File: src/rtl/mmrec_pkg.sv
package mmrec_pkg;

   // number of encoder channels held in the state array
   localparam int CHANNELS = 8;

   // channel field as it arrives on the port
   localparam int CH_FIELD_W = 3;
   // index width that the state array needs
   localparam int CH_IDX_W = (CHANNELS > 1) ? $clog2(CHANNELS) : 1;
   // extended channel width, wide enough to compare against CHANNELS
   localparam int CH_EXT_W = ((CH_IDX_W > CH_FIELD_W) ? CH_IDX_W : CH_FIELD_W) + 1;

   localparam int COUNT_W = 32;
   localparam int TALLY_W = 16;
   localparam int MODE_W  = 2;

   // decode modes
   localparam logic [MODE_W-1:0] MODE_QUAD = 2'd0;
   localparam logic [MODE_W-1:0] MODE_RISE = 2'd1;
   localparam logic [MODE_W-1:0] MODE_DIR  = 2'd2;

   // item commands
   localparam logic CMD_SAMPLE = 1'b0;
   localparam logic CMD_CLEAR  = 1'b1;

   // transition codes {previous AB, current AB} that step up or down
   localparam logic [15:0] STEP_UP_MASK   = 16'h2814;
   localparam logic [15:0] STEP_DOWN_MASK = 16'h4182;

   localparam logic [TALLY_W-1:0] TALLY_MAX = {TALLY_W{1'b1}};

   typedef struct packed {
      logic                  cmd;
      logic [CH_FIELD_W-1:0] channel;
      logic                  level_a;
      logic                  level_b;
   } item_type;

   typedef struct packed {
      logic [COUNT_W-1:0] count;
      logic [1:0]         levels;
      logic [TALLY_W-1:0] tally;
   } entry_type;

   typedef struct packed {
      logic [CH_FIELD_W-1:0] out_channel;
      logic [COUNT_W-1:0]    position;
      logic                  redundant;
      logic [TALLY_W-1:0]    repeats;
   } result_type;

endpackage

File: src/rtl/multi_mode_rotary_encoder_counter_core.sv
// Path: an accepted item enters the input register, then the result register, where
// rsp_valid rises; a stall on the result side can hold it in the input register.
// Throughput: one item per cycle while rsp_ready is high; the per-channel update is
// a mode decode and a 32-bit increment or decrement between the two registers.
// Reset: synchronous, active high; clears all channel counts, levels and tallies,
// sets the decode mode to 0 and empties both pipeline registers.
module multi_mode_rotary_encoder_counter_core (
   input  logic                              clock,
   input  logic                              reset,
   input  logic                              req_valid,
   output logic                              req_ready,
   input  logic                              req_cmd,
   input  logic [mmrec_pkg::CH_FIELD_W-1:0]  req_channel,
   input  logic                              req_level_a,
   input  logic                              req_level_b,
   output logic                              rsp_valid,
   input  logic                              rsp_ready,
   output logic [mmrec_pkg::CH_FIELD_W-1:0]  rsp_out_channel,
   output logic signed [mmrec_pkg::COUNT_W-1:0] rsp_position,
   output logic                              rsp_redundant,
   output logic [mmrec_pkg::TALLY_W-1:0]     rsp_repeats,
   input  logic                              csr_wr_en,
   input  logic [mmrec_pkg::MODE_W-1:0]      csr_wr_data
);
   import mmrec_pkg::*;

   logic [MODE_W-1:0] mode_ff;
   logic              stage_valid_ff;
   item_type          stage_item_ff;
   logic              rsp_valid_ff;
   result_type        rsp_ff;
   entry_type         state_ff [CHANNELS];

   logic                advance;
   logic [CH_EXT_W-1:0] stage_ch_ext;
   logic [CH_IDX_W-1:0] stage_idx;
   entry_type           old_entry;
   entry_type           new_entry;
   logic                entry_we;
   result_type          result;

   // move an item out of the input register when the result register frees up
   assign advance   = stage_valid_ff && (!rsp_valid_ff || rsp_ready);
   assign req_ready = !stage_valid_ff || advance;

   assign stage_ch_ext = CH_EXT_W'(stage_item_ff.channel);
   assign stage_idx    = stage_ch_ext[CH_IDX_W-1:0];
   assign old_entry    = state_ff[stage_idx];

   mmrec_update u_update (
      .item      (stage_item_ff),
      .mode      (mode_ff),
      .old_entry (old_entry),
      .new_entry (new_entry),
      .entry_we  (entry_we),
      .result    (result)
   );

   // hold the decode mode register
   always_ff @(posedge clock) begin
      if (reset) begin
         mode_ff <= MODE_QUAD;
      end else if (csr_wr_en) begin
         mode_ff <= csr_wr_data;
      end
   end

   // capture an accepted item
   always_ff @(posedge clock) begin
      if (reset) begin
         stage_valid_ff <= 1'b0;
      end else if (req_ready) begin
         stage_valid_ff <= req_valid;
      end
      if (req_valid && req_ready) begin
         stage_item_ff <= '{cmd: req_cmd, channel: req_channel,
                            level_a: req_level_a, level_b: req_level_b};
      end
   end

   // update the channel state as an in-range item advances
   always_ff @(posedge clock) begin
      if (reset) begin
         for (int i = 0; i < CHANNELS; i++) begin
            state_ff[i] <= '0;
         end
      end else if (advance && entry_we) begin
         state_ff[stage_idx] <= new_entry;
      end
   end

   // load the result register, drop it once taken
   always_ff @(posedge clock) begin
      if (reset) begin
         rsp_valid_ff <= 1'b0;
      end else if (advance) begin
         rsp_valid_ff <= 1'b1;
      end else if (rsp_ready) begin
         rsp_valid_ff <= 1'b0;
      end
      if (advance) begin
         rsp_ff <= result;
      end
   end

   assign rsp_valid       = rsp_valid_ff;
   assign rsp_out_channel = rsp_ff.out_channel;
   assign rsp_position    = $signed(rsp_ff.position);
   assign rsp_redundant   = rsp_ff.redundant;
   assign rsp_repeats     = rsp_ff.repeats;

endmodule

File: src/rtl/mmrec_update.sv
module mmrec_update (
   input  mmrec_pkg::item_type   item,
   input  logic [1:0]            mode,
   input  mmrec_pkg::entry_type  old_entry,
   output mmrec_pkg::entry_type  new_entry,
   output logic                  entry_we,
   output mmrec_pkg::result_type result
);
   import mmrec_pkg::*;

   logic [CH_EXT_W-1:0] ch_ext;
   logic                in_range;
   logic [1:0]          cur_levels;
   logic [3:0]          code;
   logic                last_a;
   logic                red;

   assign ch_ext     = CH_EXT_W'(item.channel);
   assign in_range   = ch_ext < CH_EXT_W'(CHANNELS);
   assign cur_levels = {item.level_a, item.level_b};
   assign code       = {old_entry.levels, cur_levels};
   assign last_a     = old_entry.levels[1];
   assign entry_we   = in_range;

   // work out the channel's next state
   always_comb begin
      new_entry = old_entry;
      red       = 1'b0;
      if (item.cmd == CMD_CLEAR) begin
         new_entry.count = '0;
      end else begin
         case (mode)
            MODE_QUAD: begin
               if (STEP_UP_MASK[code]) begin
                  new_entry.count = old_entry.count + COUNT_W'(1);
               end else if (STEP_DOWN_MASK[code]) begin
                  new_entry.count = old_entry.count - COUNT_W'(1);
               end
               red              = (cur_levels == old_entry.levels);
               new_entry.levels = cur_levels;
            end
            MODE_RISE, MODE_DIR: begin
               if (item.level_a && !last_a) begin
                  if ((mode == MODE_DIR) && item.level_b) begin
                     new_entry.count = old_entry.count - COUNT_W'(1);
                  end else begin
                     new_entry.count = old_entry.count + COUNT_W'(1);
                  end
                  new_entry.levels[1] = 1'b1;
                  new_entry.tally     = '0;
               end else if (!item.level_a && last_a) begin
                  new_entry.levels[1] = 1'b0;
                  new_entry.tally     = '0;
               end else begin
                  red = 1'b1;
                  if (old_entry.tally != TALLY_MAX) begin
                     new_entry.tally = old_entry.tally + TALLY_W'(1);
                  end
               end
            end
            default: begin
               red = 1'b1;
            end
         endcase
      end
   end

   // form the result; zero all but out_channel for a channel beyond the array
   always_comb begin
      result.out_channel = item.channel;
      if (in_range) begin
         result.position  = new_entry.count;
         result.redundant = red;
         result.repeats   = new_entry.tally;
      end else begin
         result.position  = '0;
         result.redundant = 1'b0;
         result.repeats   = '0;
      end
   end

endmodule

File: config.mk
export PLATFORM = sky130hd
export DESIGN_NAME = multi_mode_rotary_encoder_counter_core
export DESIGN_NICKNAME = d
export VERILOG_FILES = /design/src/rtl/mmrec_pkg.sv /design/src/rtl/multi_mode_rotary_encoder_counter_core.sv /design/src/rtl/mmrec_update.sv
export SDC_FILE = /design/constraint.sdc
export NUM_CORES = 1
export LEC_CHECK = 0
export BUFFER_PORTS_ARGS = -buffer_cell sky130_fd_sc_hd__buf_2
export CORE_ASPECT_RATIO = 0.6
export CORE_MARGIN = 8
export CORE_UTILIZATION = 50
export DETAILED_ROUTE_END_ITERATION = 8
export GPL_TIMING_DRIVEN = 0
export HOLD_SLACK_MARGIN = 0.02
export PLACE_DENSITY = 0.67
export SLEW_MARGIN = 20
export SYNTH_ARGS = -nofsm -noshare
export SYNTH_HDL_FRONTEND = slang
export SYNTH_SLANG_ARGS = --single-unit
File: constraint.sdc
create_clock -name clock -period 5.7 [get_ports clock]
set_input_delay 1.14 -clock clock [delete_from_list [all_inputs] [get_ports clock]]
set_output_delay 1.14 -clock clock [all_outputs]
set_load 0.02 [all_outputs]
* After elaboration in Yosys (flattened, before gate mapping)
Memory sizes are Yosys's and may differ from the RTL's. A register that Yosys moved wholly into a read port is not among the register bits.
Index checks and enable logic that the tools add are counted.
** Storage, ports and cells
- Bits in read-only memories :: 32
- Input port bits :: 13
- Memories kept :: 3
- Output and inout bits :: 54
- Flip-flop bits (word level) :: 62
- Word-level logic and storage cells :: 71
- Bits in writable memories :: 400
** Memories
- state_ff :: depth 8, bits a word 50, rd ports 1, clocked after Yosys merged registers in 1, wr ports 8, line multi_mode_rotary_encoder_counter_core.sv:32 : entry_type state_ff [CHANNELS];
- (no name shown) :: depth 16, bits a word 1, rd ports 1, clocked after Yosys merged registers in 0, wr ports 0, line mmrec_update.sv:34 : if (STEP_UP_MASK[code]) begin
- (no name shown) :: depth 16, bits a word 1, rd ports 1, clocked after Yosys merged registers in 0, wr ports 0, line mmrec_update.sv:36 : end else if (STEP_DOWN_MASK[code]) begin
** Operators by class
- Bitwise logic cells :: 1
- Mux-type cells :: 30
- Reductions and logical operators :: 17
- Equality and inequality tests :: 4
- Magnitude comparators :: 2
- Add/subtract/negate cells :: 3
** Operators by type and width (number)
- two-way mux 32 bit :: 5
- one-hot mux 33 bit (2 select lines) :: 1
- two-way mux 16 bit :: 4
- two-way mux 50 bit :: 1
- OR reduction 50 bit :: 1
- adder 32 x 1 -> 32 bit (second input constant) :: 1
- subtractor 32 x 1 -> 32 bit (second input constant) :: 1
- two-way mux 18 bit :: 1
- adder 16 x 1 -> 16 bit (second input constant) :: 1
- inequality test 16 bit (second input constant) :: 1
- two-way mux 1 bit :: 15
- logical AND 1 bit :: 6
- two-way mux 3 bit :: 2
- < comparator 4 x 5 -> 1 bit (second input constant) :: 1
- zero test 1 bit :: 4
- < comparator 3 x 4 -> 1 bit (second input constant) :: 1
- OR reduction 2 bit :: 2
- == test 2 x 1 -> 1 bit (second input constant) :: 1
- == test 2 bit :: 1
- == test 2 bit (second input constant) :: 1
- zero test 2 bit :: 1
- logical OR 1 bit :: 2
- one-hot mux 1 bit (2 select lines) :: 1
- nonzero test 2 bit :: 1
- inverter 1 bit :: 1

* Depth between registers and ports, before layout
Gate-level depths: netlist of the first run.
- Depth after elaboration :: 9
- Depth in mapped cells :: 19
- Depth with buffers taken out :: 12

* By module
Synthesis of the first run repeated with hierarchy kept, for this count alone.
** Unflattened totals
- Cell total of the unflattened synthesis :: 1802
- Area total of the unflattened synthesis :: 24065.6 sq um
** By module, submodules not included
- multi_mode_rotary_encoder_counter_core :: cells each 1127, instances 1, area each 19907.8 sq um, seq. area each 13893.3 sq um
- mmrec_update :: cells each 675, instances 1, area each 4157.7 sq um, seq. area each 0.0 sq um

* Worst setup path after synthesis of the first run
No wires, ideal clock.
- Path type :: register to register
- From :: register with a tool-made name
- To :: memory state_ff[0][7] in the netlist's numbering, data pin
- Required time :: 5.425 ns
- Cell stages (with the launch flop) :: 17
- Path slack :: 1.275 ns
- Path buffers :: 7
- Data arrival time :: 4.150 ns
- Library setup time :: 0.275 ns
- Period minus slack after synthesis :: 4.425 ns
- Cell sequence :: dfxtp_1 buf_6 buf_8 buf_8 buf_6 buf_2 buf_2 mux4_2 mux2_2 ha_1 and3_1 or4b_2 clkbuf_1 nor4b_1 nand2_1 xnor2_1 nor2_1
** RTL lines (line)
- end: declaration :: multi_mode_rotary_encoder_counter_core.sv:32

==> results of run 1 <==
## power groups by stage
stage	logic [mW]	registers, mW	clock network [mW]
5_1_grt	1.75	3.97	3.02
3_3_place_gp	1.48	4.04	0
6_report	1.69	3.96	2.89
4_1_cts	1.55	3.96	2.92
3_5_place_dp	1.52	4.03	0
2_1_floorplan	0.903	4.05	0
## state kept, by name (all words and copies together) (netlist names), 2 cells and up, named ones only
name,cells
rsp_repeats,16
mode_ff,2
stage_idx,3
stage_item_ff,3
rsp_position,32
state_ff,400
rsp_out_channel,3
## through the flow
stage / hold slack [ns] / instance area (sq um) / power [mW]
final: 0.454 / 26700 / 8.53
after global routing: 0.463 / 26700 / 8.73
after CTS: 0.457 / 26400 / 8.42
after detailed placement: 0.437 / 24900 / 5.55
after global placement: 0.436 / 24500 / 5.52
after floorplan: 0.424 / 23400 / 4.95
## critical path, delay by kind of cell, from the launching register on
family,cells,cell delay [ns]
flip-flops,1,0.51
AO/OA/AOI/OAI,3,1.09
adder cells (fa/ha/maj),1,0.17
buffers and inverters,8,2.41
AND/OR/NAND/NOR,4,0.78
multiplexers,1,0.35
## kinds of logic after synthesis
group	synth area share, %
AOI/OAI and AO/OA	6.20
xor gates and xnor gates	0.711
adders and majority gates	0.428
buffers and inverters	3.15
DFF	59.3
muxes	14.5
and+or+nand+nor	15.6
## what timing repair did
action / CTS / global route
gates resized for setup: 25 / 30
endpoints found under the setup margin: 321 / 256
hold endpoints to repair: 0 / 0
buffers inserted: 1 / 10
pin swaps: 1 / 7
## per-layer routing
metal | GRT usage [%] | share of wire [%] | vias to the layer above
met2 | 42.1 | 41 | 1442
met4 | 8.05 | 2.6 | 0
met1 | 46.3 | 41 | 8900
met5 | 0 | 0 | -
li1 | - | - | 7289
met3 | 10.0 | 16 | 186
## how the worst max path moves through the flow
stage                                 end     start  cells after the start
after global routing      state_ff[7][34]  register                     17
after CTS                 state_ff[2][39]  register                     13
final                     state_ff[7][34]  register                     17
after floorplan            state_ff[0][7]  register                     16
after global placement    state_ff[0][36]  register                     14
after detailed placement  state_ff[1][30]  register                     16
## cells in the final DEF (no fill, tap or decap), types with 6 or more instances in the layout
cell type  count
nand3_1       48
nor3_1        26
nor2_1       507
o21ai_0       25
dfxtp_1        7
a21oi_1       25
clkbuf_1      68
buf_12        12
clkbuf_16     45
buf_6          7
clkinv_2       7
buf_2         91
xnor2_1        9
mux2_2        46
ha_1           8
o211ai_1       7
mux2i_1       58
and3_1        14
nand2_1       92
and4_1         8
nor2b_1        7
o22ai_1        6
nand2b_4       8
or2_2         12
edfxtp_1     458
buf_4         17
a22oi_1        7
a32oi_1        6
a31oi_1       10
or3_1          9
clkinv_1       9
mux4_2        94
and2_1         8
nand4_1       25
nor4_1        17
inv_1         33
xor2_1         6
buf_1         10
## synth_stat cells (9+ instances only)
master,number
clkbuf_1,61
or3_1,9
nand3_1,49
o21ai_0,26
a21oi_1,27
nand4_1,25
buf_2,28
nand2_1,92
nor2_1,511
a31oi_1,11
mux2i_1,61
a22oi_1,9
inv_1,34
mux2_2,46
edfxtp_1,458
xnor2_1,13
and3_1,15
nand2b_1,13
buf_1,12
or2_2,12
mux4_2,94
nor3_1,28
nor4_1,21
## final cells by class
| class | instances | area (sq um) | area share, % |
|---|---|---|---|
| Multi-Input combinational cell | 1247 | 9120 | 34.2 |
| Clock inverter | 23 | 210 | 0.788 |
| Timing Repair Buffer | 89 | 753 | 2.82 |
| Tap cell | 630 | 788 | 2.95 |
| Buffer | 116 | 602 | 2.26 |
| Sequential cell | 465 | 13900 | 52.1 |
| Inverter | 37 | 141 | 0.530 |
| Clock buffer | 57 | 1170 | 4.39 |
| Antenna cell | 1 | 2.50 | 0.00938 |
==> flow_summary.yaml, run 1 <==
sta:
  setup_ws_ns: 0.0526
  setup_tns_ns: 0
  fin_crit_ns: 5.65
  relSlewSlack_pct: 13.1
  finalCritPeriodShare_pct: 99.1
  rsz0062_at_grt: "yes"
  hold_viol: 0
  max_freq_ghz: 0.177
  clock_skew_ns: 0.0211
  setup_viol: 0
  worst_pin_slew_ns: 1.29
  slew_viol_final: 0
floorplan:
  placementRows: 61
  die-area_sq_mm: 0.0542
  core-area_sq_mm: 0.0463
  start_util_pct: 50.6
  dieHeight_microns: 184
  die_w_microns: 295
  top_level_ports: 67
cts:
  clk_latency_ns: 0.58
  clockBufferDepth: 3
  holdBufCountCts: 0
  cts-buffers-inserted: 44
  cts_sinks: 465
  cts_root_buf: "clkbuf_16"
  htreeDepth: 2
  path_clk_slew_ns: 0.07
  cts_tree: "yes"
critical_path:
  crit_type: "reg2reg"
  rr_worst_depth: 17
  timing.rr.end: "state_ff[7][34]"
  slowest_stage: "dfxtp_1"
  setup.worst_path.start_class: "register"
  cp_max_fo: 10
  arrival_ns: 5.94
  cpMostUsedCell: "buf_4"
  slowest_delay_ns: 0.51
  path_cells: "buf_4, buf_6, buf_4, buf_2, nor2b_1, a2bb2oi_1, and2_1, inv_1, ha_1, buf_4, inv_1, nor2_2, a31oi_1, mux2_2, a222oi_1, clkbuf_1, nor2_1"
  r2r_slack_ns: 0.05
  end_kind: "register"
  worstPathRequired_ns: 5.99
placement:
  place_hpwl_microns: 58300
  place_inst: 2576
  place_ws_ns: -0.825
  portBuffers: 66
  finalWeightedCongestion: 1.03
yosys:
  syn_avg_cell_area_sq_um: 12.5
  synth-seq-cells: 465
  synth_cell_types: 95
  syn_area_sq_mm: 0.0234
  syn-num-nets: 1889
  synth_top_cells_by_area: "edfxtp_1 (59%), mux4_2 (9.0%), nor2_1 (8.2%)"
  synth_edf_count: 458
  synth-async-reset-ratio_pct: 0
  synth.largest_area_cell: "edfxtp_1"
  ys.flop_type: "edfxtp_1"
  yosys_warnings: 0
  synth-seq-area-share_pct: 59.3
  synth_top_area_share_pct: 58.7
  netlist_instances: 1868
power:
  power_frac_seq_pct: 46.4
  power.share.switching_pct: 29.8
  p_switching_mw: 2.55
  powerDensity_mw_per_mm2: 320
  internal_power_mw: 5.99
  peakVddDrop_v: 0.000239
  pwr-share-clk_pct: 33.9
  p_leak_nw: 9.48
  p_comb_share_pct: 19.8
route:
  route.detailed.drc: 0
  drtPass1Iterations: 8
  drt_wl_total_microns: 84400
  drtIter0Drc: 3013
  dr_total_vias: 17817
  routedWlPerCell_microns: 31.7
  vias_per_cell: 6.69
  drtAntennaViolNets: 0
grt:
  grt_pass1_vias: 16955
  grt-ovfl-total: 0
  track_usage_pct: 30.6
  antenna_found_initial: 0
  grt_pass1_wl_microns: 121000
  grt_start_max_net_pins: 39
finish:
  fillers: 3783
  fin_util_pct: 57.7
  layout-drive-gt1-share_pct: 21.2
  areaGrowthSynthToFinish_pct: 14.0
  nets: 2021
  instances_no_fill: 2665
min_path:
  hold_start: "stage_idx[1]"
  hold_path_class: "reg2reg"
  hold-path-cell-count: 0
  min_to: "rsp_out_channel[1]"
run_status:
  outcome: "completed"
flow_run:
  drv_cap: 0
No activity file was read; power rests on OpenSTA's default activity.
==> inputs of run 2 (changes only) <==
--- a/config.mk
+++ b/config.mk
@@ -13,7 +13,9 @@
 export GPL_TIMING_DRIVEN = 0
 export HOLD_SLACK_MARGIN = 0.02
 export PLACE_DENSITY = 0.67
+export SETUP_SLACK_MARGIN = 0.15
 export SLEW_MARGIN = 20
 export SYNTH_ARGS = -nofsm -noshare
 export SYNTH_HDL_FRONTEND = slang
+export SYNTH_HIERARCHICAL = 1
 export SYNTH_SLANG_ARGS = --single-unit
==> flow_summary.yaml, run 2 <==
run_status:
  outcome: "completed"
sta:
  worst_pin_slew_ns: 1.17
  rsz0062_at_grt: "yes"
  max_freq_ghz: 0.183
  slew_viol_final: 0
  clock_skew_ns: 0.0291
  hold_viol: 0
  timing.hold.ws_ns: 0.594
  fin_crit_ns: 5.46
  finalCritPeriodShare_pct: 95.8
  setup_ws_ns: 0.237
  setup_viol: 0
  relSlewSlack_pct: 21.6
route:
  drtAntennaViolNets: 0
  drtIter0Drc: 2330
  vias_per_cell: 6.26
  dr_total_vias: 16250
  route.detailed.drc: 0
  drt_wl_total_microns: 72900
  drtPass1Iterations: 6
  routedWlPerCell_microns: 28.1
cts:
  cts_sinks: 465
  cts-buffers-inserted: 43
  cts_root_buf: "clkbuf_16"
  clk_latency_ns: 0.57
  path_clk_slew_ns: 0.06
  htreeDepth: 2
  clockBufferDepth: 3
  cts_tree: "yes"
critical_path:
  end_kind: "register"
  path_cells: "buf_2, clkbuf_4, mux4_2, mux2_2, clkbuf_1, inv_1, ha_1, nor3b_4, nand4_1, a21oi_1, mux2_2, a221oi_1, nor2_1, and2_2"
  worstPathRequired_ns: 6.02
  cpMostUsedCell: "mux2_2"
  timing.rr.end: "state_ff[0][28]"
  crit_path_end: "state_ff[0][28]"
  cp_max_fo: 10
  slowest_stage: "mux4_2"
  arrival_ns: 5.79
  crit_type: "reg2reg"
  setup.worst_path.start_class: "register"
  rr_worst_depth: 14
  r2r_slack_ns: 0.24
  slowest_delay_ns: 0.62
finish:
  areaGrowthSynthToFinish_pct: 12.0
  fillers: 3906
  largest_register_ffs: 400
  mostFrequentLayoutCells: "edfxtp_1 (458), and2_1 (376), clkbuf_1 (107)"
  multi_input_comb_area_sq_mm: 0.00934
  nets: 1946
  instances_no_fill: 2597
  regMostFlops: "state_ff"
  diodes: 0
  layout_commonest_cell: "edfxtp_1"
  layout-drive-gt1-share_pct: 23.5
  regArea_sq_mm: 0.0139
  fin_util_pct: 56.5
floorplan:
  start_util_pct: 50.4
  placementRows: 62
  top_level_ports: 67
  die_w_microns: 299
  dieHeight_microns: 186
  die-area_sq_mm: 0.0556
  core-area_sq_mm: 0.0477
placement:
  portBuffers: 66
  place_ws_ns: -0.911
  finalWeightedCongestion: 1.01
  place_inst: 2518
  place_hpwl_microns: 49400
yosys:
  synth_commonest_cells: "edfxtp_1 (458), and2_1 (376), mux4_2 (100)"
  synth.largest_area_cell: "edfxtp_1"
  ys.flop_type: "edfxtp_1"
  synth_cell_types: 87
  synth_top_area_share_pct: 57.1
  synth-seq-area-share_pct: 57.7
  synth_top_cells_by_area: "edfxtp_1 (57%), and2_1 (9.8%), mux4_2 (9.4%)"
  syn_area_sq_mm: 0.0241
  yosys_warnings: 6
  synth_edf_count: 458
  netlist_instances: 1802
  synth-seq-cells: 465
  synth-async-reset-ratio_pct: 0
  syn-num-nets: 1824
  syn_avg_cell_area_sq_um: 13.4
  yosys.cell_count.top_type: "edfxtp_1"
flow_run:
  drv_cap: 0
power:
  p_leak_nw: 9.58
  peakVddDrop_v: 0.000191
  power_mw: 8.15
  powerDensity_mw_per_mm2: 302
grt:
  grt_pass1_wl_microns: 107000
  grt_pass1_vias: 15898
  track_usage_pct: 25.8
  grt_start_max_net_pins: 34
  grt-ovfl-total: 0
  antenna_found_initial: 1
min_path:
  hold_path_class: "reg2reg"
[run 2: cell count changes after synthesis, sizes merged, moves of 8 or more]
cell	previous run	this run
and2	8	407
buf	58	76
clkbuf	61	104
inv	35	20
mux2	48	62
mux2i	66	14
nand2	94	57
nand2b	13	3
nand3	49	34
nor2	512	71
nor4b	1	9
or3	9	20
or4	4	15
[run 2: where the power goes]
part / total [mW] / internal [mW] / switching [mW]
registers: 3.94 / 3.90 / 0.0446
clock network: 2.87 / 1.61 / 1.26
logic: 1.34 / 0.463 / 0.874
total: 8.15 / 5.97 / 2.18
[run 2: worst min-delay path by stage]
stage               startpoint        endpoint  slack, ns  cells past startpoint
floorplan           mode_ff[0]      mode_ff[0]       0.49                      2
global placement     rsp_valid  stage_valid_ff       0.56                      2
detailed placement   rsp_valid  stage_valid_ff       0.57                      2
CTS                  rsp_valid  stage_valid_ff       0.59                      2
global route         rsp_valid  stage_valid_ff       0.62                      2
finish               rsp_valid  stage_valid_ff       0.59                      2
[run 2: metrics by stage]
| step | setup TNS (ns) | instance area, sq um |
|---|---|---|
| after floorplan | 0 | 24100 |
| after global placement | -101.73 | 25200 |
| after detailed placement | -69.46 | 25500 |
| after CTS | 0 | 26900 |
| after global routing | 0 | 27000 |
| final | 0 | 27000 |
[run 2: logic make-up (layout without fill, tap and decap cells)]
| family | Yosys count | after routing | share of synthesized area [%] |
|---|---|---|---|
| compound gates | 184 | 184 | 5.31 |
| fa+ha+maj | 9 | 9 | 0.468 |
| flops | 465 | 465 | 57.7 |
| xor+xnor | 19 | 19 | 0.691 |
| mux | 176 | 176 | 12.8 |
| other cells | 1 | 1 | 0.0156 |
| simple gates | 748 | 748 | 18.8 |
| buf+inv | 200 | 355 | 4.13 |
[run 2: layout make-up]
type                    instances  share of cell area (%)
multi-input cells            1137                    34.7
well taps                     640                    2.97
clock buffers                  58                    4.28
clock inverters                20                   0.775
inverters                      20                   0.279
plain buffers                 179                    3.45
flip-flops and latches        465                    51.6
repair buffers                 78                    2.02
[run 2: critical path, delay by kind of cell, from the launching register on]
kind,cells,cell delay [ns]
AO/OA/AOI/OAI,2,0.82
adder cells (fa/ha/maj),1,0.28
buffers and inverters,4,1.19
flip-flops,1,0.31
multiplexers,3,1.31
AND/OR/NAND/NOR,4,1.31
[run 2: timing repair]
item / in CTS / in global routing
endpoints found under the setup margin: 332 / 268
gates resized for setup: 13 / 19
pin swaps: 0 / 1
buffers inserted: 0 / 2
hold buffers: 0 / 0
[run 2: per-layer routing]
layer	vias up	global-route usage [%]	share of wire, %
li1	7015	-	-
met1	8192	39.3	45
met2	904	37.0	41
met3	139	6.31	11
met4	0	6.36	2.5
met5	-	0	0
